File: src/sv/sfr_pkg.sv
// sfr_pkg: shared types and constants for the stream find-and-replace block
// no dependencies; compiled first
package sfr_pkg;

    // configuration port
    localparam int CFG_IDX_W  = 8;
    localparam int CFG_DATA_W = 64;

    // register indexes
    localparam logic [CFG_IDX_W-1:0] REG_PATTERN_BYTES     = 8'd0;
    localparam logic [CFG_IDX_W-1:0] REG_PATTERN_LEN       = 8'd1;
    localparam logic [CFG_IDX_W-1:0] REG_REPLACEMENT_BYTES = 8'd2;
    localparam logic [CFG_IDX_W-1:0] REG_REPLACEMENT_LEN   = 8'd3;

    // field widths
    localparam int BYTE_W = 8;
    localparam int TEXT_W = 64;
    localparam int LEN_W  = 4;

    // command queue between front and back
    localparam int Q_DEPTH = 4;
    localparam int Q_PTR_W = 2;
    localparam int Q_CNT_W = 3;

    // one burst of output bytes, byte 0 in the low bits
    typedef struct packed {
        logic [TEXT_W-1:0] data;
        logic [LEN_W-1:0]  cnt;
        logic              last;
    } sfr_cmd_t;

    // queue status seen by front and back
    typedef struct packed {
        logic full;
        logic not_empty;
    } sfr_q_stat_t;

endpackage

File: src/sv/sfr_if.sv
// sfr_in_if / sfr_out_if: valid-ready stream channels for input and result bytes
// depends on: nothing
interface sfr_in_if;
    logic       valid;
    logic       ready;
    logic [7:0] in_byte;
    logic       in_last;

    modport source (output valid, output in_byte, output in_last, input ready);
    modport sink   (input valid, input in_byte, input in_last, output ready);
endinterface

interface sfr_out_if;
    logic       valid;
    logic       ready;
    logic [7:0] out_byte;
    logic       out_run_end;
    logic       out_stream_end;

    modport source (output valid, output out_byte, output out_run_end,
                    output out_stream_end, input ready);
    modport sink   (input valid, input out_byte, input out_run_end,
                    input out_stream_end, output ready);
endinterface

File: src/sv/sfr_front.sv
// sfr_front: config registers, byte window, match check, burst command build
// depends on: sfr_pkg, sfr_in_if
module sfr_front
    import sfr_pkg::*;
#(
    parameter int MAX_PATTERN_LEN     = 8,
    parameter int MAX_REPLACEMENT_LEN = 8
)(
    input  logic                  clk,
    input  logic                  rst_n,
    input  logic                  cfg_we,
    input  logic [CFG_IDX_W-1:0]  cfg_index,
    input  logic [CFG_DATA_W-1:0] cfg_wdata,
    sfr_in_if.sink                in_ch,
    input  sfr_q_stat_t           q_stat,
    output logic                  push,
    output sfr_cmd_t              push_cmd
);

    localparam int FILL_W = $clog2(MAX_PATTERN_LEN + 1);

    logic [TEXT_W-1:0] pattern_bytes_reg;
    logic [LEN_W-1:0]  pattern_len_reg;
    logic [TEXT_W-1:0] replacement_bytes_reg;
    logic [LEN_W-1:0]  replacement_len_reg;
    logic [FILL_W-1:0] fill_reg;
    logic [FILL_W-1:0] fill_next;
    logic [BYTE_W-1:0] window_reg [MAX_PATTERN_LEN];
    logic [BYTE_W-1:0] window_next [MAX_PATTERN_LEN];
    logic [BYTE_W-1:0] win_cur [MAX_PATTERN_LEN];

    logic              in_xfer;
    logic [LEN_W-1:0]  plen;
    logic [LEN_W-1:0]  rlen;
    logic [LEN_W-1:0]  fill_eff;
    logic [LEN_W-1:0]  fill_new;
    logic              full;
    logic              all_eq;
    logic              matched;
    logic [TEXT_W-1:0] flush_data;

    assign in_ch.ready = !q_stat.full;
    assign in_xfer     = in_ch.valid && in_ch.ready;

    // saturated lengths
    assign plen = (pattern_len_reg > LEN_W'(MAX_PATTERN_LEN)) ?
                  LEN_W'(MAX_PATTERN_LEN) : pattern_len_reg;
    assign rlen = (replacement_len_reg > LEN_W'(MAX_REPLACEMENT_LEN)) ?
                  LEN_W'(MAX_REPLACEMENT_LEN) : replacement_len_reg;

    // window with the new byte written at the fill position
    assign fill_eff = (LEN_W'(fill_reg) >= plen) ? '0 : LEN_W'(fill_reg);
    assign fill_new = fill_eff + LEN_W'(1);
    assign full     = (fill_new == plen);

    always_comb
    begin
        all_eq     = 1'b1;
        flush_data = '0;
        for (int k = 0; k < MAX_PATTERN_LEN; k++)
        begin
            win_cur[k] = (LEN_W'(k) == fill_eff) ? in_ch.in_byte : window_reg[k];
            flush_data[BYTE_W*k +: BYTE_W] = win_cur[k];
            if ((LEN_W'(k) < plen) && (win_cur[k] != pattern_bytes_reg[BYTE_W*k +: BYTE_W]))
            begin
                all_eq = 1'b0;
            end
        end
    end

    assign matched = full && all_eq;

    // classify the byte into a burst command
    always_comb
    begin
        push_cmd.data = {{(TEXT_W-BYTE_W){1'b0}}, in_ch.in_byte};
        push_cmd.cnt  = '0;
        push_cmd.last = in_ch.in_last;
        if (plen == '0)
        begin
            push_cmd.cnt = LEN_W'(1);
        end
        else if (matched)
        begin
            push_cmd.data = replacement_bytes_reg;
            push_cmd.cnt  = rlen;
        end
        else if (in_ch.in_last)
        begin
            push_cmd.data = flush_data;
            push_cmd.cnt  = fill_new;
        end
        else if (full)
        begin
            push_cmd.data = {{(TEXT_W-BYTE_W){1'b0}}, win_cur[0]};
            push_cmd.cnt  = LEN_W'(1);
        end
    end

    assign push = in_xfer && (push_cmd.cnt != '0);

    // window update: clear on a match or the last byte, slide on a full mismatch, else keep the written byte
    always_comb
    begin
        fill_next = fill_reg;
        for (int k = 0; k < MAX_PATTERN_LEN; k++)
        begin
            window_next[k] = window_reg[k];
        end
        if (in_xfer && (plen != '0))
        begin
            if (matched || in_ch.in_last)
            begin
                fill_next = '0;
            end
            else if (full)
            begin
                for (int k = 0; k < MAX_PATTERN_LEN - 1; k++)
                begin
                    window_next[k] = win_cur[k+1];
                end
                fill_next = FILL_W'(fill_eff);
            end
            else
            begin
                for (int k = 0; k < MAX_PATTERN_LEN; k++)
                begin
                    window_next[k] = win_cur[k];
                end
                fill_next = FILL_W'(fill_new);
            end
        end
        // a pattern length write drops the held bytes
        if (cfg_we && (cfg_index == REG_PATTERN_LEN))
        begin
            fill_next = '0;
        end
    end

    // window bytes
    always_ff @(posedge clk)
    begin
        for (int k = 0; k < MAX_PATTERN_LEN; k++)
        begin
            window_reg[k] <= window_next[k];
        end
    end

    // config registers and fill count
    always_ff @(posedge clk or negedge rst_n)
    begin
        if (!rst_n)
        begin
            pattern_bytes_reg     <= '0;
            pattern_len_reg       <= '0;
            replacement_bytes_reg <= '0;
            replacement_len_reg   <= '0;
            fill_reg              <= '0;
        end
        else
        begin
            fill_reg <= fill_next;
            if (cfg_we)
            begin
                case (cfg_index)
                    REG_PATTERN_BYTES:     pattern_bytes_reg <= cfg_wdata;
                    REG_PATTERN_LEN:       pattern_len_reg <= cfg_wdata[LEN_W-1:0];
                    REG_REPLACEMENT_BYTES: replacement_bytes_reg <= cfg_wdata;
                    REG_REPLACEMENT_LEN:   replacement_len_reg <= cfg_wdata[LEN_W-1:0];
                    default: ;
                endcase
            end
        end
    end

endmodule

File: src/sv/sfr_queue.sv
// sfr_queue: short command queue between the front and the back
// depends on: sfr_pkg
module sfr_queue
    import sfr_pkg::*;
(
    input  logic        clk,
    input  logic        rst_n,
    input  logic        push,
    input  sfr_cmd_t    push_cmd,
    input  logic        pop,
    output sfr_cmd_t    head_cmd,
    output sfr_q_stat_t q_stat
);

    sfr_cmd_t           entry_reg [Q_DEPTH];
    logic [Q_PTR_W-1:0] wr_ptr_reg;
    logic [Q_PTR_W-1:0] rd_ptr_reg;
    logic [Q_CNT_W-1:0] count_reg;
    logic [Q_CNT_W-1:0] count_next;

    assign head_cmd         = entry_reg[rd_ptr_reg];
    assign q_stat.full      = (count_reg == Q_CNT_W'(Q_DEPTH));
    assign q_stat.not_empty = (count_reg != '0);

    always_comb
    begin
        count_next = count_reg;
        if (push && !pop)
        begin
            count_next = count_reg + Q_CNT_W'(1);
        end
        else if (pop && !push)
        begin
            count_next = count_reg - Q_CNT_W'(1);
        end
    end

    // entry storage
    always_ff @(posedge clk)
    begin
        if (push)
        begin
            entry_reg[wr_ptr_reg] <= push_cmd;
        end
    end

    // pointers and fill count
    always_ff @(posedge clk or negedge rst_n)
    begin
        if (!rst_n)
        begin
            wr_ptr_reg <= '0;
            rd_ptr_reg <= '0;
            count_reg  <= '0;
        end
        else
        begin
            if (push)
            begin
                wr_ptr_reg <= wr_ptr_reg + Q_PTR_W'(1);
            end
            if (pop)
            begin
                rd_ptr_reg <= rd_ptr_reg + Q_PTR_W'(1);
            end
            count_reg <= count_next;
        end
    end

endmodule

File: src/sv/sfr_back.sv
// sfr_back: expands burst commands into output bytes through an output register
// depends on: sfr_pkg, sfr_out_if
module sfr_back
    import sfr_pkg::*;
(
    input  logic        clk,
    input  logic        rst_n,
    input  sfr_cmd_t    head_cmd,
    input  sfr_q_stat_t q_stat,
    output logic        pop,
    sfr_out_if.source   out_ch
);

    logic              active_reg;
    logic              active_next;
    logic [TEXT_W-1:0] data_reg;
    logic [TEXT_W-1:0] data_next;
    logic [LEN_W-1:0]  remain_reg;
    logic [LEN_W-1:0]  remain_next;
    logic              last_reg;
    logic              last_next;
    logic              out_xfer;
    logic              final_byte;

    assign final_byte = (remain_reg == LEN_W'(1));
    assign out_xfer   = out_ch.valid && out_ch.ready;

    assign out_ch.valid          = active_reg;
    assign out_ch.out_byte       = data_reg[BYTE_W-1:0];
    assign out_ch.out_run_end    = final_byte;
    assign out_ch.out_stream_end = final_byte && last_reg;

    // take the next command when idle or on the final byte of a burst
    assign pop = q_stat.not_empty && (!active_reg || (out_xfer && final_byte));

    always_comb
    begin
        active_next = active_reg;
        data_next   = data_reg;
        remain_next = remain_reg;
        last_next   = last_reg;
        if (pop)
        begin
            active_next = 1'b1;
            data_next   = head_cmd.data;
            remain_next = head_cmd.cnt;
            last_next   = head_cmd.last;
        end
        else if (out_xfer)
        begin
            if (final_byte)
            begin
                active_next = 1'b0;
            end
            else
            begin
                data_next   = data_reg >> BYTE_W;
                remain_next = remain_reg - LEN_W'(1);
            end
        end
    end

    // burst payload
    always_ff @(posedge clk)
    begin
        data_reg   <= data_next;
        remain_reg <= remain_next;
        last_reg   <= last_next;
    end

    // output valid
    always_ff @(posedge clk or negedge rst_n)
    begin
        if (!rst_n)
        begin
            active_reg <= 1'b0;
        end
        else
        begin
            active_reg <= active_next;
        end
    end

endmodule

File: src/sv/stream_find_and_replace.sv
// stream_find_and_replace: top level, front classifier, command queue, back expander
// depends on: sfr_pkg, sfr_if, sfr_front, sfr_queue, sfr_back
//
// channel   dir  handshake     payload
// in_ch     in   valid/ready   in_byte[7:0], in_last
// out_ch    out  valid/ready   out_byte[7:0], out_run_end, out_stream_end
// cfg       in   cfg_we only   cfg_index[7:0], cfg_wdata[63:0]
//
// one input byte per cycle while in_ch is ready; each byte is classified
// in its transfer cycle; an input byte yields 0 to 8 result bytes, which
// leave at one byte per cycle while out_ch is ready
// a result passes through a queue entry and then the output register
// reset clears config, window fill, queue pointers and output valid
// in_ch stalls only while the four-entry command queue is full
module stream_find_and_replace
    import sfr_pkg::*;
#(
    parameter int MAX_PATTERN_LEN     = 8,
    parameter int MAX_REPLACEMENT_LEN = 8
)(
    input  logic                  clk,
    input  logic                  rst_n,
    input  logic                  cfg_we,
    input  logic [CFG_IDX_W-1:0]  cfg_index,
    input  logic [CFG_DATA_W-1:0] cfg_wdata,
    sfr_in_if.sink                in_ch,
    sfr_out_if.source             out_ch
);

    logic        push;
    logic        pop;
    sfr_cmd_t    push_cmd;
    sfr_cmd_t    head_cmd;
    sfr_q_stat_t q_stat;

    // classify input bytes
    sfr_front #(
        .MAX_PATTERN_LEN     (MAX_PATTERN_LEN),
        .MAX_REPLACEMENT_LEN (MAX_REPLACEMENT_LEN)
    ) u_front (
        .clk       (clk),
        .rst_n     (rst_n),
        .cfg_we    (cfg_we),
        .cfg_index (cfg_index),
        .cfg_wdata (cfg_wdata),
        .in_ch     (in_ch),
        .q_stat    (q_stat),
        .push      (push),
        .push_cmd  (push_cmd)
    );

    // decouple front and back
    sfr_queue u_queue (
        .clk      (clk),
        .rst_n    (rst_n),
        .push     (push),
        .push_cmd (push_cmd),
        .pop      (pop),
        .head_cmd (head_cmd),
        .q_stat   (q_stat)
    );

    // emit result bytes
    sfr_back u_back (
        .clk      (clk),
        .rst_n    (rst_n),
        .head_cmd (head_cmd),
        .q_stat   (q_stat),
        .pop      (pop),
        .out_ch   (out_ch)
    );

endmodule

File: src/flat_wrapper.sv
// flat-port wrapper written by rule: the top's interface ports become plain ports
module stream_find_and_replace_flat import sfr_pkg::*;
#(
    parameter int MAX_PATTERN_LEN     = 8,
    parameter int MAX_REPLACEMENT_LEN = 8
)
  (clk, rst_n, cfg_we, cfg_index, cfg_wdata, in_ch_valid, in_ch_in_byte, in_ch_in_last, in_ch_ready, out_ch_valid, out_ch_out_byte, out_ch_out_run_end, out_ch_out_stream_end, out_ch_ready);
  sfr_in_if in_ch_i ();
  sfr_out_if out_ch_i ();
  input  logic clk;
  input  logic rst_n;
  input  logic cfg_we;
  input  logic [CFG_IDX_W-1:0] cfg_index;
  input  logic [CFG_DATA_W-1:0] cfg_wdata;
  input wire logic [$bits(in_ch_i.valid)-1:0] in_ch_valid;
  input wire logic [$bits(in_ch_i.in_byte)-1:0] in_ch_in_byte;
  input wire logic [$bits(in_ch_i.in_last)-1:0] in_ch_in_last;
  output wire logic [$bits(in_ch_i.ready)-1:0] in_ch_ready;
  output wire logic [$bits(out_ch_i.valid)-1:0] out_ch_valid;
  output wire logic [$bits(out_ch_i.out_byte)-1:0] out_ch_out_byte;
  output wire logic [$bits(out_ch_i.out_run_end)-1:0] out_ch_out_run_end;
  output wire logic [$bits(out_ch_i.out_stream_end)-1:0] out_ch_out_stream_end;
  input wire logic [$bits(out_ch_i.ready)-1:0] out_ch_ready;
  assign in_ch_i.valid = in_ch_valid;
  assign in_ch_i.in_byte = in_ch_in_byte;
  assign in_ch_i.in_last = in_ch_in_last;
  assign in_ch_ready = in_ch_i.ready;
  assign out_ch_valid = out_ch_i.valid;
  assign out_ch_out_byte = out_ch_i.out_byte;
  assign out_ch_out_run_end = out_ch_i.out_run_end;
  assign out_ch_out_stream_end = out_ch_i.out_stream_end;
  assign out_ch_i.ready = out_ch_ready;
  stream_find_and_replace #(.MAX_PATTERN_LEN(MAX_PATTERN_LEN), .MAX_REPLACEMENT_LEN(MAX_REPLACEMENT_LEN)) u_core (.clk(clk), .rst_n(rst_n), .cfg_we(cfg_we), .cfg_index(cfg_index), .cfg_wdata(cfg_wdata), .in_ch(in_ch_i), .out_ch(out_ch_i));
endmodule
File: config.mk
export PLATFORM = sky130hd
export DESIGN_NAME = stream_find_and_replace_flat
export DESIGN_NICKNAME = d
export VERILOG_FILES = /design/src/sv/sfr_pkg.sv /design/src/sv/sfr_if.sv /design/src/sv/sfr_front.sv /design/src/sv/sfr_queue.sv /design/src/sv/sfr_back.sv /design/src/sv/stream_find_and_replace.sv /design/src/flat_wrapper.sv
export SDC_FILE = /design/constraint.sdc
export NUM_CORES = 1
export LEC_CHECK = 0
export BUFFER_PORTS_ARGS = -buffer_cell sky130_fd_sc_hd__clkbuf_2
export CAP_MARGIN = 0
export CORE_AREA = 2 2 241 243
export CTS_BUF_LIST = sky130_fd_sc_hd__clkbuf_4 sky130_fd_sc_hd__clkbuf_8
export DETAILED_ROUTE_END_ITERATION = 7
export DIE_AREA = 0 0 243 245
export PLACE_DENSITY = 0.66
export SKIP_CTS_REPAIR_TIMING = 1
export SYNTH_ARGS = -nofsm -noshare
export SYNTH_HDL_FRONTEND = slang
export SYNTH_SLANG_ARGS = --single-unit
File: constraint.sdc
create_clock -name clk -period 8.26 [get_ports clk]
set_input_delay 0.413 -clock clk [delete_from_list [all_inputs] [get_ports clk]]
set_output_delay 0.413 -clock clk [all_outputs]
set_load 0.02 [all_outputs]
* Word-level counts from Yosys, hierarchy flattened
Memories as Yosys holds them, arrays and structs flattened.
Index checks and enable logic that the tools add are counted.
** Word-level totals
- Register bits after elaboration :: 217
- RAM bits :: 340
- Logic and storage cells :: 139
- Memories :: 2
** Cells by class
- Add/subtract/negate cells :: 6
- Order comparisons :: 11
- Equal/unequal tests :: 22
- Multiplexer cells :: 45
- Reductions and logical operators :: 41
** Memories
- u_core.u_queue.entry_reg :: words 4, bits a word 69, rd ports 1, clocked after memory_dff 0, wr ports 1, line sfr_queue.sv:15 : sfr_cmd_t entry_reg [Q_DEPTH];
- u_core.u_front.window_reg :: words 8, bits a word 8, rd ports 8, clocked after memory_dff 0, wr ports 8, line sfr_front.sv:28 : logic [BYTE_W-1:0] window_reg [MAX_PATTERN_LEN];
** Operators with widths (number)
- 2-to-1 mux 64 bit :: 6
- 2-to-1 mux 68 bit :: 2
- 2-to-1 mux 8 bit :: 9
- inequality test 8 bit :: 8
- 2-to-1 mux 56 bit :: 1
- 2-to-1 mux 4 bit :: 11
- logical AND 1 bit :: 19
- equality test 3 x 4 -> 1 bit (first input constant) :: 4
- equality test 8 x 2 -> 1 bit (second input constant) :: 2
- less-than comparator 3 x 4 -> 1 bit (first input constant) :: 4
- 2-to-1 mux 1 bit :: 13
- 2-to-1 mux 12 bit :: 1
- AND reduction 2 bit :: 6
- equality test 2 x 4 -> 1 bit (first input constant) :: 2
- equality test 8 x 1 -> 1 bit (second input constant) :: 1
- greater-than comparator 4 bit (second input constant) :: 2
- logical NOT 4 bit :: 2
- logical NOT 8 bit :: 1
- less-than comparator 1 x 4 -> 1 bit (first input constant) :: 2
- less-than comparator 2 x 4 -> 1 bit (first input constant) :: 2
- nonzero test 2 bit :: 4
- nonzero test 4 bit :: 2
- 2-to-1 mux 3 bit :: 2
- adder 2 x 1 -> 2 bit (second input constant) :: 2
- other kinds (13) :: 17

* Depth between registers and ports, before layout
Gate-level depths: netlist of run 1.
- Depth in word-level cells :: 25
- Depth in mapped cells :: 25
- Gate-level depth less buffers :: 22

* By module
Synthesis of run 1 repeated with hierarchy kept, for this count alone.
** Second synthesis, totals
- Cell total of the unflattened synthesis :: 1774
- Area total of the unflattened synthesis :: 25784.7 µm²
** Modules (own cells, without submodules)
- sfr_front :: times used 1, cells each 1209, area each 12263.0 µm², seq. area each 5425.2 µm²
- sfr_queue :: times used 1, cells each 395, area each 10427.5 µm², seq. area each 8463.1 µm²
- sfr_back :: times used 1, cells each 170, area each 3094.2 µm², seq. area each 2097.0 µm²

* Worst setup path before layout of run 1
No wires, ideal clock.
- Path type :: reg2reg
- Start point :: reg u_core.u_front.pattern_len_reg[3] (netlist name)
- End point :: mem u_core.u_front.window_reg[0][0], enable pin
- Setup time :: 0.488 ns
- Arrival :: 6.330 ns
- Required time :: 7.772 ns
- Path slack :: 1.442 ns
- Cell stages (with the launch flop) :: 17
- Clock period less this slack :: 6.818 ns
- Cells stage by stage :: dfrtp_1 nor2b_1 ha_1 nor3b_2 buf_4 o21a_1 and2_1 ha_1 clkbuf_1 nand2_1 nor2_1 mux2i_1 a21oi_1 a211o_1 nor3_1 a21o_4 a21oi_1
** RTL lines (line)
- end: declaration :: sfr_front.sv:28

* Worst setup path after layout of run 1
- Start point :: reg u_core.u_front.pattern_len_reg[3]
- End point :: mem u_core.u_queue.entry_reg[1][8] (netlist bit), enable pin
** On the way
- Cells in the longest elaborated chain, start to end :: 23
- Elaborated cells between the ends (all ways) :: 64
- Those cells by class :: 1 x add/sub; 10 x order compare; 16 x eq/ne; 24 x mux; 13 x reduce/logical
** RTL lines
- start: declaration :: line sfr_front.sv:23 : logic [LEN_W-1:0] pattern_len_reg;
- start signal: assignment :: line sfr_front.sv:167 : REG_PATTERN_LEN: pattern_len_reg <= cfg_wdata[LEN_W-1:0];
- greater-than comparator 4 bit :: line sfr_front.sv:46 : assign plen = (pattern_len_reg > LEN_W'(MAX_PATTERN_LEN)) ?
- 2-to-1 mux 4 bit (*) :: line sfr_front.sv:46
- >= comparator 4 bit :: line sfr_front.sv:52 : assign fill_eff = (LEN_W'(fill_reg) >= plen) ? '0 : LEN_W'(fill_reg);
- 2-to-1 mux 4 bit :: line sfr_front.sv:52
- logical NOT 4 bit :: line sfr_front.sv:62 : win_cur[k] = (LEN_W'(k) == fill_eff) ? in_ch.in_byte : window_reg[k];
- 2-to-1 mux 8 bit :: line sfr_front.sv:62
- inequality test 8 bit :: line sfr_front.sv:64 : if ((LEN_W'(k) < plen) && (win_cur[k] != pattern_bytes_reg[BYTE_W*k +: BYTE_W]))
- logical AND 1 bit :: line sfr_front.sv:64
- 2-to-1 mux 1 bit (8 in a row) :: line sfr_front.sv:64
- logical AND 1 bit :: line sfr_front.sv:71 : assign matched = full && all_eq;
- 2-to-1 mux 68 bit :: line sfr_front.sv:83 : else if (matched)
- 2-to-1 mux 4 bit (*) :: line sfr_front.sv:79 : if (plen == '0)
- nonzero test 4 bit (*) :: line sfr_front.sv:100 : assign push = in_xfer && (push_cmd.cnt != '0);
- logical AND 1 bit (*) :: line sfr_front.sv:100
- net u_core.push :: line stream_find_and_replace.sv:30 : logic push;
- 2-to-1 mux 1 bit (*) :: line sfr_queue.sv:41 : if (push)
- 2-to-1 mux 1 bit (implied by the code) (*) :: line sfr_queue.sv:43 : entry_reg[wr_ptr_reg] <= push_cmd;
- end: declaration :: line sfr_queue.sv:15
The timed path passes the listed nets; every way through them passes the cells marked *.

==> results of run 1 <==
==> power by group <==
group | internal [mW] | switching (mW) | leakage, nW | total, mW
Sequential | 3.49 | 0.156 | 5.85 | 3.65
Combinational | 0.626 | 0.892 | 4.60 | 1.52
Clock | 1.33 | 1.12 | 0.987 | 2.46
==> layer usage <==
| metal | vias to the layer above | track usage (%) |
|---|---|---|
| li1 | 6963 | - |
| met1 | 7984 | 31.74 |
| met2 | 594 | 33.13 |
| met3 | 106 | 5.707 |
| met4 | 4 | 7.615 |
| met5 | - | 0.9804 |
==> stage by stage <==
step	hold slack, ps	setup slack [ps]	utilization, %	std cells
finish	19.25	1258	50.78	2773
floorplan	117.4	1442	-	1784
global route	8.514	849.4	50.78	2773
CTS	-279.6	1256	49.80	2717
detailed placement	465.8	1282	46.54	2549
global placement	464.2	1414	46.54	2549
==> cells in the mapped netlist, drive strengths merged (24+ instances only) <==
cell type / instances / area [sq um]
edfxtp: 409 / 12280
buf: 37 / 229.0
xor2: 47 / 411.6
nor2: 55 / 222.7
mux2i: 84 / 844.6
xnor2: 43 / 376.6
dfrtp: 148 / 3704
nand2: 290 / 1099
clkbuf: 77 / 289.0
o211ai: 28 / 282.8
mux2: 154 / 1734
a21oi: 30 / 161.4
mux4: 69 / 1554
o21ai: 64 / 331.6
nor3: 24 / 150.2
o2111ai: 25 / 219.0
nand2b: 38 / 237.7
==> worst min-delay path, stage by stage <==
cell      delay, ps
clkbuf_2        120
nand2_1          60
o21ai_0          60
==> final cells by class <==
class | count | area [sq um] | share of cell area (%)
inverter | 21 | 78.83 | 0.2722
clock inverter | 45 | 340.3 | 1.175
sequential | 557 | 15990 | 55.21
clock buffer | 123 | 1518 | 5.240
tap | 765 | 957.2 | 3.305
multi-input combinational | 1092 | 8897 | 30.72
timing repair buffer | 170 | 1180 | 4.074
==> worst max-delay path by stage <==
stage / from / slack [ps] / end
2_1_floorplan: u_core.u_front.pattern_len_reg[3]$_DFFE_PN0P_ / 1440 / u_core.u_front.window_reg[0][0]$_DFFE_PP_
3_3_place_gp: u_core.u_front.pattern_len_reg[3]$_DFFE_PN0P_ / 1410 / u_core.u_queue.entry_reg[1][20]$_DFFE_PP_
3_5_place_dp: u_core.u_front.pattern_len_reg[3]$_DFFE_PN0P_ / 1280 / u_core.u_queue.entry_reg[0][11]$_DFFE_PP_
4_1_cts: u_core.u_front.pattern_len_reg[3]$_DFFE_PN0P_ / 1260 / u_core.u_queue.entry_reg[0][6]$_DFFE_PP_
5_1_grt: u_core.u_front.pattern_len_reg[3]$_DFFE_PN0P_ / 850 / u_core.u_queue.entry_reg[1][8]$_DFFE_PP_
6_report: u_core.u_front.pattern_len_reg[3]$_DFFE_PN0P_ / 1260 / u_core.u_queue.entry_reg[1][8]$_DFFE_PP_
==> logic make-up (layout without fill, tap and decap cells) <==
family,count (synthesis),count (layout)
AND/OR/NAND/NOR,471,471
multiplexers,307,307
buffers and inverters,135,359
XOR/XNOR,91,91
adder cells (fa/ha/maj),16,16
flip-flops,557,557
AO/OA/AOI/OAI,207,207
==> results.md, run 1 <==
* Final non-filler cell area at 0.02896 sq mm
* Synthesized area at 0.02544 sq mm
* CP endpoint kind: flop
* Vias at 15651
* Post-synth top flop: edfxtp_1
* Worst Hold Launch: cfg_wdata[56]
* Max Cap Violations at 0
* Post-DP Area at 0.02654 sq mm
* Reg2reg start: u_core.u_front.pattern_len_reg[3]$_DFFE_PN0P_
* Post-synthesis net count at 1886
* Placer Congestion at 0.9040
* CP Buf/Inv Count at 3
* I/O pins at 98
* Final min period at 7002 ps
* Max Root-Sink Buffers at 3
* Worst vdd ir at 0.0001489 V
* Worst Path Arrival at 7320 ps
* Async S/R FF share, synth at 26.57%
* DP HPWL at 44130 microns
* Largest net degree at the start of global routing at 79
* Least-Margin Pin Slew at 1249 ps
* Overflow after GRT at 0
* Clock sinks at 557
* Worst hold path type: input pin to flop
* Synth unique cells at 78
* Post-synthesis mux area share at 16.24%
* Clk root buf: clkbuf_8
* Crit path kind: flop to flop
* Die H at 245 microns
* Detailed Route Iter0 Violations at 1518
* Largest family of logic cells by synthesized area: multiplexers
* TritonRoute pass-1 iters at 5
* Clk Latency, worst-skew pair at 700 ps
* GRT Overall Usage at 22.25%
* Compound-Gate Fraction of Synth Area at 6.201%
* Peak Freq at 142.8 MHz
* Worst hold path endpoint: u_core.u_front.pattern_bytes_reg[56]$_DFFE_PN0P_
* Syn avg cell area at 14.26 sq um
* Pwr Density at 263.1 mW/mm^2
* Setup TNS at 0 ps
* Synth-to-Final Area Change at 13.82%
* Row count at 88
* Commonest non-fill, non-tap cell in the layout: edfxtp_1
* Core ar. at 0.05703 sq mm
* IO buf count at 97
* Unrepaired setup endpoints after global routing: false
* H-tree depth at 3
* Routed length on met1 at 29380 microns
* Worst EP required at 8580 ps
* Met2 WL at 30060 microns
* Post-Synth XOR/XNOR Area at 3.186%
* CTS tree: built
* Met3 wire length at 5297 microns
* Fin. Hold Viols at 0
* Worst Reg2Reg Path Length in Cells at 17
* Leak pwr at 11.43 nW
* Yosys warnings at 0
* Final Power at 7.619 mW
* Layout Nets at 2034
* Remaining DRCs at 0
* Max reg flops at 276
* Slowest stage delay, CP at 950 ps
* Final period utilization at 84.77%
* Die area at 0.05954 sq mm
* CP max FO at 41
* Post-Synthesis Cells at 1784
* Worst hold path stage count at 3
* Final Setup Violations at 0
* Adder-cell area share of the yosys netlist at 0.8163%
* Synth Area in Simple Gates at 8.384%
* Critical path's slowest cell: and2_2
* Fraction of the yosys area taken by sequential cells at 62.82%
* Number of enable flip-flop cells after synthesis at 409
* Initial Util at 44.61%
* Most frequent cells in the layout: edfxtp_1, nand2_1, mux2_2, dfrtp_1, clkbuf_2
* CTS buffer count at 90
* Fillcell total at 4874
* ANT cells at 0
* Setup Skew at 34.12 ps
* FF+latch count, synth at 557
* Critical Path Source Type: flop
* Flop2flop setup slack at 1260 ps
* Die W at 243 microns
* Post-route ant nets at 0
* Worst-path clk slew at 60 ps
* Critical path cell sequence: inv_1 -> nand2_1 -> ha_1 -> o211ai_4 -> o21a_1 -> nand2_1 -> inv_1 -> ha_1 -> nand3_1 -> mux2i_1 -> a22o_1 -> o32a_1 -> nor3_2 -> a21o_4 -> a41oi_4 -> and2_2 -> buf_4
* Slew Viols, Final at 0
* Slew HR at 16.66%
* Critical path's top delay family: simple AND/OR/NAND/NOR gates
* Top sig layer: met5
* Drt total wl at 66340 microns
* Global-route wire length before repair at 98830 microns
* Status: finished clean
* Share of cells above drive strength 1 at 27.14%
* DR vias/cell at 5.644
* Initial antenna violation count at 1
* RR Endpoint: u_core.u_queue.entry_reg[1][8]$_DFFE_PP_
* Vias in the first global route at 15603
* Routed length per instance at 23.92 microns
* Critical path depth at 17
Power figures use the tool's default switching activity.
==> inputs of run 2 (changes only) <==
--- a/config.mk
+++ b/config.mk
@@ -11,7 +11,7 @@
 export CTS_BUF_LIST = sky130_fd_sc_hd__clkbuf_4 sky130_fd_sc_hd__clkbuf_8
 export DETAILED_ROUTE_END_ITERATION = 7
 export DIE_AREA = 0 0 243 245
-export PLACE_DENSITY = 0.66
+export PLACE_DENSITY = 0.68
 export SKIP_CTS_REPAIR_TIMING = 1
 export SYNTH_ARGS = -nofsm -noshare
 export SYNTH_HDL_FRONTEND = slang
==> constraint.sdc (replaced) <==
create_clock -name clk -period 6.4 [get_ports clk]
set_input_delay 0.32 -clock clk [delete_from_list [all_inputs] [get_ports clk]]
set_output_delay 0.32 -clock clk [all_outputs]
set_load 0.02 [all_outputs]
==> results.md, run 2 (same netlist as run 1, synthesis figures left out) <==
* DP HPWL at 42670 microns (was 44130 microns)
* Worst Path Arrival at 6310 ps (was 7320 ps)
* Slew Viols, Final at 0 (unchanged)
* Final min period at 5940 ps (was 7002 ps)
* Most frequent cells in the layout: edfxtp_1, nand2_1, mux2_2, dfrtp_1, clkbuf_8 (was edfxtp_1, nand2_1, mux2_2, dfrtp_1, clkbuf_2)
* Layout Nets at 2051 (was 2034)
* Leak pwr at 11.56 nW (was 11.43 nW)
* Status: finished clean (unchanged)
* Net Sw Power at 2.740 mW (was 2.172 mW)
* Worst EP required at 6770 ps (was 8580 ps)
* Synth-to-Final Area Change at 14.78% (was 13.82%)
* Final period utilization at 92.82% (was 84.77%)
* CP Buf/Inv Count at 3 (unchanged)
* Setup Skew at 39.70 ps (was 34.12 ps)
* Initial antenna violation count at 0 (was 1)
* Placer Congestion at 0.9437 (was 0.9040)
* Share of cells above drive strength 1 at 27.78% (was 27.14%)
* Setup TNS at 0 ps (unchanged)
* DP Worst Slack at 591.4 ps (was 1282 ps)
* Critical Path Source Type: flop (unchanged)
* IO buf count at 97 (unchanged)
* Routed length per instance at 23.63 microns (was 23.92 microns)
* Clock sinks at 557 (unchanged)
* Least-Margin Pin Slew at 1131 ps (was 1249 ps)
* Worst vdd ir at 0.0002006 V (was 0.0001489 V)
* Vias in the first global route at 15633 (was 15603)
* Remaining DRCs at 0 (unchanged)
* Largest net degree at the start of global routing at 91 (was 79)
* Row count at 88 (unchanged)
* Slowest stage delay, CP at 540 ps (was 950 ps)
* Flop2flop setup slack at 460 ps (was 1260 ps)
* CTS buffer count at 90 (unchanged)
* Clock group share of total power at 32.8% (was 32.2%)
* Critical path's top delay family: compound AO/OA/AOI/OAI gates (was simple AND/OR/NAND/NOR gates)
* Die area at 0.05954 sq mm (unchanged)
* Die H at 245 microns (unchanged)
* Worst-path clk slew at 60 ps (about the same)
* Crit path kind: flop to flop (unchanged)
* Commonest non-fill, non-tap cell in the layout: edfxtp_1 (unchanged)
* Pwr Density at 338.6 mW/mm^2 (was 263.1 mW/mm^2)
* Clk Latency, worst-skew pair at 700 ps (about the same)
* Detailed Route Iter0 Violations at 1302 (was 1518)
* Max Cap Violations at 0 (unchanged)
* Vias at 15722 (was 15651)
* Post-route ant nets at 0 (unchanged)
* Unrepaired setup endpoints after global routing: false (unchanged)
* ANT cells at 0 (unchanged)
* Fin. Hold Viols at 0 (unchanged)
* Drt total wl at 65890 microns (was 66340 microns)
* TritonRoute pass-1 iters at 5 (unchanged)
* Max Root-Sink Buffers at 3 (unchanged)
* Combinational share of power at 19.5% (was 19.9%)
* Critical path's slowest cell: ha_1 (was and2_2)
* Core ar. at 0.05703 sq mm (unchanged)
* Worst hold path type: input pin to flop (unchanged)
* Register share of total power at 47.7% (was 47.9%)
* Initial Util at 44.61% (unchanged)
* Peak Freq at 168.3 MHz (was 142.8 MHz)
* Overflow after GRT at 0 (unchanged)
* CP endpoint kind: flop (unchanged)
* CTS tree: built (unchanged)
* Clk root buf: clkbuf_8 (unchanged)
* CP max FO at 24 (was 41)
* I/O pins at 98 (unchanged)
* Final Setup Violations at 0 (unchanged)
* Global-route wire length before repair at 98810 microns (was 98830 microns)
* H-tree depth at 3 (unchanged)
* Slew HR at 24.61% (was 16.66%)
* Fillcell total at 4826 (was 4874)
* DR vias/cell at 5.639 (was 5.644)
* Max reg flops at 276 (unchanged)
* Die W at 243 microns (unchanged)
* Worst setup margin at 459.8 ps (was 1258 ps)
* GRT Overall Usage at 22.05% (was 22.25%)
* Critical path cell sequence: inv_1 -> nand2_1 -> ha_1 -> o211ai_4 -> o21a_1 -> and2_1 -> inv_1 -> ha_1 -> nand2_1 -> o21ai_0 -> a21oi_1 -> a2111o_1 -> a211o_1 -> nor3_1 -> a21oi_2 -> buf_4 -> o21ai_0 -> o21ai_1 (was inv_1 -> nand2_1 -> ha_1 -> o211ai_4 -> o21a_1 -> nand2_1 -> inv_1 -> ha_1 -> nand3_1 -> mux2i_1 -> a22o_1 -> o32a_1 -> nor3_2 -> a21o_4 -> a41oi_4 -> and2_2 -> buf_4)
* P_int at 7.148 mW (was 5.447 mW)
* Switching share of power at 27.71% (was 28.51%)
==> run 2: cell count changes in the layout (fill, tap and decap cells not counted), moves of 3 or more <==
cell           change
dlygate4sd3_1      +6
clkinv_1           -9
clkbuf_4           +6
clkbuf_8          +10
buf_4             +10
inv_6              -3
clkinv_2           -6
==> run 2: final cells by class <==
cell class,count,area (sq um),share of cell area [%]
inverters,21,78.83,0.2699
flip-flops and latches,557,15990,54.75
clock inverters,27,241.5,0.8268
clock buffers,139,1700,5.822
well taps,765,957.2,3.277
multi-input cells,1092,8902,30.48
repair buffers,187,1335,4.571
==> run 2: worst paths after layout <==
| path | start | endpoint | cells after the start |
|---|---|---|---|
| worst max-delay path | u_core.u_front.pattern_len_reg[3]$_DFFE_PN0P_ | u_core.u_queue.entry_reg[0][53]$_DFFE_PP_ | 18 |
| worst min-delay path | cfg_wdata[3] | u_core.u_front.replacement_len_reg[3]$_DFFE_PN0P_ | 2 |
| worst max register to register | u_core.u_front.pattern_len_reg[3]$_DFFE_PN0P_ | u_core.u_queue.entry_reg[0][53]$_DFFE_PP_ | 18 |
| worst min register to register | u_core.u_front.replacement_bytes_reg[44]$_DFFE_PN0P_ | u_core.u_front.replacement_bytes_reg[44]$_DFFE_PN0P_ | 1 |
| max in group asynchronous | rst_n | u_core.u_front.replacement_bytes_reg[20]$_DFFE_PN0P_ | 3 |
| min in group asynchronous | rst_n | u_core.u_queue.rd_ptr_reg[0]$_DFFE_PN0P_ | 2 |
==> run 2: worst register-to-register path, stage by stage, from the launching register on <==
cell	delay, ps
dfrtp_1	480
inv_1	170
nand2_1	110
ha_1	340
o211ai_4	90
o21a_1	220
and2_1	200
inv_1	80
ha_1	540
nand2_1	300
o21ai_0	350
a21oi_1	120
a2111o_1	420
a211o_1	300
nor3_1	450
a21oi_2	390
buf_4	330
o21ai_0	490
o21ai_1	250
==> run 2: per-layer routing <==
metal	share of wire [%]	global-route usage (%)	up-vias	routed length (microns)
met5	0	0	-	0
met4	1.9	6.279	0	1275
met3	6.7	4.220	101	4401
met2	46	33.18	584	30110
met1	46	32.73	8037	30100
li1	-	-	7000	-
==> run 2: stage by stage <==
| step | instances | total power, mW | util [%] | hold slack [ps] | instance area [sq um] |
|---|---|---|---|---|---|
| 6_report | 2788 | 9.888 | 51.21 | 41.24 | 29210 |
| 5_1_grt | 2788 | 10.32 | 51.21 | 15.73 | 29210 |
| 4_1_cts | 2726 | 9.955 | 50.12 | -296.6 | 28580 |
| 3_5_place_dp | 2560 | 6.712 | 46.71 | 457.2 | 26640 |
| 3_3_place_gp | 2560 | 6.666 | 46.71 | 458.3 | 26640 |
| 2_1_floorplan | 1784 | 6.113 | - | 24.41 | 25450 |
==> run 2: power groups by stage <==
stage / Combinational [mW] / Clock (mW) / Sequential, mW
floorplan: 1.42 / 0 / 4.69
global placement: 1.90 / 0 / 4.76
detailed placement: 1.92 / 0 / 4.79
CTS: 1.93 / 3.31 / 4.72
global route: 2.08 / 3.47 / 4.76
finish: 1.93 / 3.25 / 4.71
